### config.mk
export PLATFORM = sky130hd
export DESIGN_NAME = counter_keystream_xor_cipher
export DESIGN_NICKNAME = d
export VERILOG_FILES = /design/src/rtl/core/ckx_pkg.sv /design/src/rtl/core/ckx_ctrl.sv /design/src/rtl/core/ckx_datapath.sv /design/src/rtl/core/counter_keystream_xor_cipher.sv
export SDC_FILE = /design/constraint.sdc
export NUM_CORES = 1
export LEC_CHECK = 0
export CAP_MARGIN = 10
export CORE_MARGIN = 2
export CORE_UTILIZATION = 25
export CTS_CLUSTER_DIAMETER = 150
export DETAILED_ROUTE_END_ITERATION = 10
export DONT_BUFFER_PORTS = 1
export HOLD_SLACK_MARGIN = 0.02
export PLACE_DENSITY_LB_ADDON = 0.15
export SYNTH_ARGS = -nofsm -noshare
export SYNTH_HDL_FRONTEND = slang
export SYNTH_HIERARCHICAL = 1
export SYNTH_SLANG_ARGS = --single-unit
export TNS_END_PERCENT = 10
### constraint.sdc
create_clock -name clk -period 10.5 [get_ports clk]
set_input_delay 2.625 -clock clk [delete_from_list [all_inputs] [get_ports clk]]
set_output_delay 2.625 -clock clk [all_outputs]
set_load 0.1 [all_outputs]
### src/rtl/core/ckx_pkg.sv
`default_nettype none
package ckx_pkg;

	localparam logic [31:0] GOLDEN_STEP = 32'h9E37_79B1;
	localparam logic [31:0] MIX_MUL_A   = 32'h85EB_CA6B;
	localparam logic [31:0] MIX_MUL_B   = 32'hC2B2_AE35;
	localparam int unsigned MIX_SHIFT_A = 16;
	localparam int unsigned MIX_SHIFT_B = 13;

	typedef struct packed {
		logic       direction;
		logic       restart;
		logic [7:0] data_in;
		logic       last_in;
	} ckx_in_t;

	typedef struct packed {
		logic [7:0] data_out;
		logic       last_out;
	} ckx_out_t;

	typedef enum logic [1:0] {
		MPH_GOLD = 2'd0,
		MPH_A    = 2'd1,
		MPH_B    = 2'd2
	} ckx_phase_t;

	typedef enum logic [3:0] {
		ST_IDLE = 4'b0001,
		ST_MUL1 = 4'b0010,
		ST_MUL2 = 4'b0100,
		ST_FIN  = 4'b1000
	} ckx_state_t;

	typedef struct packed {
		logic       load;
		logic       mul_en;
		ckx_phase_t phase;
		logic       finish;
	} ckx_cmd_t;

	typedef struct packed {
		logic out_free;
	} ckx_sts_t;

endpackage
`default_nettype wire

### src/rtl/core/ckx_ctrl.sv
`default_nettype none
module ckx_ctrl (
	input  wire logic              clk,
	input  wire logic              arst_n,
	input  wire logic              item_valid,
	output logic                   item_ready,
	input  wire ckx_pkg::ckx_sts_t sts,
	output ckx_pkg::ckx_cmd_t      cmd
);

	ckx_pkg::ckx_state_t state_q;
	ckx_pkg::ckx_state_t state_d;

	assign item_ready = (state_q == ckx_pkg::ST_IDLE);

	always_comb begin
		state_d    = state_q;
		cmd.load   = 1'b0;
		cmd.mul_en = 1'b0;
		cmd.phase  = ckx_pkg::MPH_GOLD;
		cmd.finish = 1'b0;
		unique case (state_q)
			ckx_pkg::ST_IDLE: begin
				if (item_valid) begin
					cmd.load   = 1'b1;
					cmd.mul_en = 1'b1;
					state_d    = ckx_pkg::ST_MUL1;
				end
			end
			ckx_pkg::ST_MUL1: begin
				cmd.mul_en = 1'b1;
				cmd.phase  = ckx_pkg::MPH_A;
				state_d    = ckx_pkg::ST_MUL2;
			end
			ckx_pkg::ST_MUL2: begin
				cmd.mul_en = 1'b1;
				cmd.phase  = ckx_pkg::MPH_B;
				state_d    = ckx_pkg::ST_FIN;
			end
			ckx_pkg::ST_FIN: begin
				if (sts.out_free) begin
					cmd.finish = 1'b1;
					state_d    = ckx_pkg::ST_IDLE;
				end
			end
			default: begin
				state_d = ckx_pkg::ST_IDLE;
			end
		endcase
	end

	always_ff @(posedge clk or negedge arst_n) begin
		if (!arst_n) begin
			state_q <= ckx_pkg::ST_IDLE;
		end else begin
			state_q <= state_d;
		end
	end

`ifndef SYNTHESIS
	a_load_starts_mix: assert property (@(posedge clk) disable iff (!arst_n)
		cmd.load |=> state_q == ckx_pkg::ST_MUL1)
		else $error("accepted transaction did not start the mix");
	a_finish_needs_room: assert property (@(posedge clk) disable iff (!arst_n)
		cmd.finish |-> sts.out_free)
		else $error("result written while output register busy");
	a_busy_not_ready: assert property (@(posedge clk) disable iff (!arst_n)
		state_q == ckx_pkg::ST_MUL1 |-> !item_ready && !cmd.finish)
		else $error("input ready while mixing");
`endif

endmodule
`default_nettype wire

### src/rtl/core/ckx_datapath.sv
`default_nettype none
module ckx_datapath (
	input  wire logic               clk,
	input  wire logic               arst_n,
	input  wire logic               cfg_we,
	input  wire logic [31:0]        cfg_wdata,
	input  wire ckx_pkg::ckx_in_t   item,
	input  wire ckx_pkg::ckx_cmd_t  cmd,
	output ckx_pkg::ckx_sts_t       sts,
	output logic                    result_valid,
	input  wire logic               result_ready,
	output ckx_pkg::ckx_out_t       result
);

	logic [31:0]       key_q;
	logic [31:0]       pos0_q;
	logic [31:0]       pos1_q;
	logic [31:0]       acc_q;
	logic [7:0]        data_q;
	logic              last_q;
	logic              result_valid_q;
	ckx_pkg::ckx_out_t result_q;

	logic [31:0] pos_sel;
	logic [31:0] seed;
	logic [31:0] opa;
	logic [31:0] opb;
	logic [31:0] prod;
	logic [31:0] mixed;

	// restart clears both streams before this byte
	assign pos_sel = item.restart ? 32'd0 : (item.direction ? pos1_q : pos0_q);
	assign seed    = acc_q + key_q;

	always_comb begin
		unique case (cmd.phase)
			ckx_pkg::MPH_GOLD: begin
				opa = pos_sel;
				opb = ckx_pkg::GOLDEN_STEP;
			end
			ckx_pkg::MPH_A: begin
				opa = seed ^ (seed >> ckx_pkg::MIX_SHIFT_A);
				opb = ckx_pkg::MIX_MUL_A;
			end
			ckx_pkg::MPH_B: begin
				opa = acc_q ^ (acc_q >> ckx_pkg::MIX_SHIFT_B);
				opb = ckx_pkg::MIX_MUL_B;
			end
			default: begin
				opa = pos_sel;
				opb = ckx_pkg::GOLDEN_STEP;
			end
		endcase
	end

	// shared multiplier, low word only
	assign prod  = opa * opb;
	assign mixed = acc_q ^ (acc_q >> ckx_pkg::MIX_SHIFT_A);

	assign sts.out_free = !result_valid_q || result_ready;
	assign result_valid = result_valid_q;
	assign result       = result_q;

	always_ff @(posedge clk or negedge arst_n) begin
		if (!arst_n) begin
			key_q          <= 32'd0;
			pos0_q         <= 32'd0;
			pos1_q         <= 32'd0;
			result_valid_q <= 1'b0;
		end else begin
			if (cfg_we) begin
				key_q <= cfg_wdata;
			end
			if (cmd.load) begin
				if (item.direction) begin
					pos1_q <= pos_sel + 32'd1;
					if (item.restart) begin
						pos0_q <= 32'd0;
					end
				end else begin
					pos0_q <= pos_sel + 32'd1;
					if (item.restart) begin
						pos1_q <= 32'd0;
					end
				end
			end
			if (cmd.finish) begin
				result_valid_q <= 1'b1;
			end else if (result_ready) begin
				result_valid_q <= 1'b0;
			end
		end
	end

	always_ff @(posedge clk) begin
		if (cmd.mul_en) begin
			acc_q <= prod;
		end
		if (cmd.load) begin
			data_q <= item.data_in;
			last_q <= item.last_in;
		end
		if (cmd.finish) begin
			result_q.data_out <= data_q ^ mixed[7:0];
			result_q.last_out <= last_q;
		end
	end

`ifndef SYNTHESIS
	a_finish_gives_result: assert property (@(posedge clk) disable iff (!arst_n)
		cmd.finish |=> result_valid)
		else $error("finished transaction not presented");
	a_restart_positions: assert property (@(posedge clk) disable iff (!arst_n)
		cmd.load && item.restart |=> (pos0_q + pos1_q) == 32'd1)
		else $error("restart left stale stream position");
	a_result_held: assert property (@(posedge clk) disable iff (!arst_n)
		result_valid && !result_ready |=> result_valid && $stable(result))
		else $error("waiting transaction changed or dropped");
`endif

endmodule
`default_nettype wire

### src/rtl/core/counter_keystream_xor_cipher.sv
`default_nettype none
// result: a byte taken in idle is mixed in ST_MUL1 and ST_MUL2, then registered in ST_FIN once output is free
// a new byte is taken only back in idle, as three dependent multiplies share one multiplier
// the output register frees the input side while a result waits to be taken
// reset: asynchronous active low, clears key and both stream positions, no result pending
module counter_keystream_xor_cipher (
	input  wire logic              clk,
	input  wire logic              arst_n,
	input  wire logic              cfg_we,
	input  wire logic [31:0]       cfg_wdata,
	input  wire logic              item_valid,
	output logic                   item_ready,
	input  wire ckx_pkg::ckx_in_t  item,
	output logic                   result_valid,
	input  wire logic              result_ready,
	output ckx_pkg::ckx_out_t      result
);

	ckx_pkg::ckx_cmd_t cmd;
	ckx_pkg::ckx_sts_t sts;

	ckx_ctrl u_ctrl (
		.clk        (clk),
		.arst_n     (arst_n),
		.item_valid (item_valid),
		.item_ready (item_ready),
		.sts        (sts),
		.cmd        (cmd)
	);

	ckx_datapath u_datapath (
		.clk          (clk),
		.arst_n       (arst_n),
		.cfg_we       (cfg_we),
		.cfg_wdata    (cfg_wdata),
		.item         (item),
		.cmd          (cmd),
		.sts          (sts),
		.result_valid (result_valid),
		.result_ready (result_ready),
		.result       (result)
	);

endmodule
`default_nettype wire

==> key figures <==
Status
  • Status: finished clean

Worst setup path
  • Reg2reg start: u_datapath/acc_q[7]
  • Slowest stage delay, CP: 0.58 ns
  • CP arrival: 10.65 ns
  • Crit Path Max Fanout: 5
  • Startpoint type of the worst setup path: register
  • Critical Path End Type: register
  • Crit path kind: register to register
  • Slowest cell on the critical path: fa_1
  • Crit path buffers/inverters: 7
  • Largest delay share family, worst path: adder cells
  • Worst setup path startpoint: u_datapath/acc_q[7]
  • Worst endpoint required time: 10.71 ns

Placed design
  • GPL Wtd Cong: 0.914
  • Post-DP Area: 28200 um^2
  • Port Buffer Count: 0
  • Post-DP HPWL: 80800 um

Logic synthesis
  • Sequential area share after synthesis: 17.3%
  • Commonest cells post-synth: inv_1, fa_1, ha_1
  • Syn avg cell area: 9.80 um^2
  • Mapped Area: 23300 um^2
  • Cell taking the most area after synthesis: fa_1
  • Synth cell types: 84
  • Yosys reg bits: 151
  • Post-synth top area share: 35.0%
  • Synth Warn #: 6
  • Most common cell in the synthesized netlist: inv_1
  • Post-Synthesis Net Count: 2991
  • Top FF cell, synth: dfrtp_1
  • Ys async rst share: 66.9%
  • Post-Synthesis Cells: 2379
  • Synth area leaders: fa_1, dfrtp_1, inv_1
  • Post-synth EDFFs: 50

Power and ir drop
  • Worst vdd ir: 142 uV
  • PD cells: 164 nW/um^2
  • Lkg Pwr: 14.5 nW

Layout
  • Layout cell share with drive strength beyond 1: 23.7%
  • Cell area after layout: 29200 um^2
  • Nets@finish: 3409
  • Area delta synth->final: 25.5%

Die
  • Core area: 92100 um^2
  • Initial Util: 25.3%
  • Chip Height: 309 um
  • Number of cell rows: 111
  • Die area: 95700 um^2
  • Io pins: 59
  • DIE WIDTH: 309 um

Route
  • Post-DRT Antenna Nets: 0
  • Drt wl/cell: 22.7 um
  • TritonRoute pass-1 iters: 5
  • Routed wire length: 92000 um
  • Via Count: 18219
  • Vias per cell: 4.49
  • DRC errors left: 0
  • First DRT Iteration DRCs: 1206

Clocking
  • Clock root buffer: clkbuf_16
  • TritonCTS Buffers: 17
  • Worst-path clk slew: 0.07 ns
  • Worst-skew pair later-pin latency: 0.45 ns
  • Number of H-tree levels: 4
  • Clock tree buffer depth: 2
  • TritonCTS Sinks: 151
  • CTS tree: done

Job
  • Max-Cap Viols: 0

STA
  • Layout Skew: 0.0162 ns
  • Setup TNS after final layout: 0 ns
  • FMAX: 0.0957 GHz
  • Slew @ Worst Pin: 1.18 ns
  • Max-slew violation count: 0
  • Final worst path period need: 10.44 ns
  • Final setup fails: 0
  • RSZ-0062 raised after global routing: true
  • Slew HR: 21.3%
  • Crit share post-route: 99.5%
  • Endpoints failing hold: 0

Global route
  • GR Util met1: 28.8%
  • First-pass GRT wire length: 138000 um
  • Overflow after GRT: 0
  • Number of global-route vias before repair: 20039
  • Busiest grt layer: met2
  • Largest net degree at the start of global routing: 102
  • Grt met2 use: 33.1%
  • Met3 Track Usage GR: 1.65%
  • Initial antenna violation count: 2
  • Total track usage: 20.0%

Worst hold path
  • Hold path start: u_datapath/last_q
  • Hold Crit Class: register to register
cell families after synthesis:
family | Yosys count | synth area share (%)
buffers and inverters | 627 | 10.2
adders and majority gates | 564 | 43.4
and+or+nand+nor | 459 | 9.30
AOI/OAI and AO/OA | 341 | 9.93
xor gates and xnor gates | 171 | 6.90
DFF | 151 | 17.3
muxes | 65 | 2.98
other | 1 | 0.0161
power breakdown:
group	switching, mW	internal, mW
Sequential	0.116	0.768
Combinational	1.85	1.37
Clock	0.267	0.420
Total	2.24	2.56
worst paths after layout:
path / to / slack [ns] / depth (start not counted)
max: u_datapath/acc_q[31] / 0.06 / 39
min: u_datapath/result[0] / 0.43 / 0
max reg2reg: u_datapath/acc_q[31] / 0.06 / 39
min reg2reg: u_datapath/result[0] / 0.43 / 0
max in group asynchronous: u_ctrl/state_q[0] / 8.41 / 0
min in group asynchronous: u_datapath/key_q[26] / 1.86 / 0
cell type report:
type	instances	area, um^2
Fill cell	9581	62800
Multi-Input combinational cell	1601	17400
Sequential cell	151	4030
Timing Repair Buffer	464	3530
Inverter	562	2110
Tap cell	1243	1560
Clock buffer	18	429
Clock inverter	14	205
Antenna cell	1	2.50
state kept, by name (all words and copies together), names as in the netlist:
signal                   cells
u_datapath/last_q            1
u_datapath/pos1_q           32
u_ctrl/state_q               4
u_datapath/result_valid      1
u_datapath/acc_q            32
u_datapath/result            9
u_datapath/data_q            8
u_datapath/key_q            32
u_datapath/pos0_q           32
stage by stage:
stage / util [%] / setup slack [ns] / hold slack (ns) / instances / total power, mW
after CTS: 31.5 / 0.00393 / 0.423 / 4050 / 4.72
final: 31.8 / 0.0559 / 0.427 / 4054 / 4.79
after detailed placement: 30.7 / -0.672 / 0.408 / 4012 / 3.94
after global routing: 31.8 / -0.335 / 0.424 / 4053 / 5.09
after global placement: 30.7 / -0.710 / 0.402 / 4012 / 3.96
after floorplan: - / -0.00898 / 0.400 / 2379 / 2.51
metal layers:
layer,part of all wire (%),wire length (um)
met1,48,44000
met4,1.8,1630
met5,0,0
met2,47,43400
met3,3.2,2910
cells in the final DEF, fill, tap and decap left out, types with 11 or more instances in the layout:
master     synthesis  final
edfxtp_1          50     50
nor3_1            20     20
o21a_1            20     20
fa_2               0     11
clkbuf_16          0     17
nand2b_1          25     24
inv_2              2     11
fa_1             408    397
nand2_1          142    136
xor2_1            44     41
nor2_1           138    126
inv_1            560    551
xnor2_1          119    108
a22oi_1           38     35
a21o_1            20     20
a21oi_1           72     65
a311oi_1          16     16
nor2b_1           19     14
buf_4              3    459
xnor2_2            0     11
nand3_1           28     28
o21ai_0           81     69
dfrtp_1          100    100
mux2_2            35     35
or2_2             19     19
and2_1            30     27
mux2i_1           30     29
nor2_2             0     11
ha_1             156    149
repair_timing:
item | in CTS | in global routing
hold buffers | 0 | 0
setup endpoints to repair | 7 | 11
setup buffers | 6 | 3
resized for setup | 27 | 46
pin swaps | 10 | 28
No activity file was read; power rests on OpenSTA's default activity.
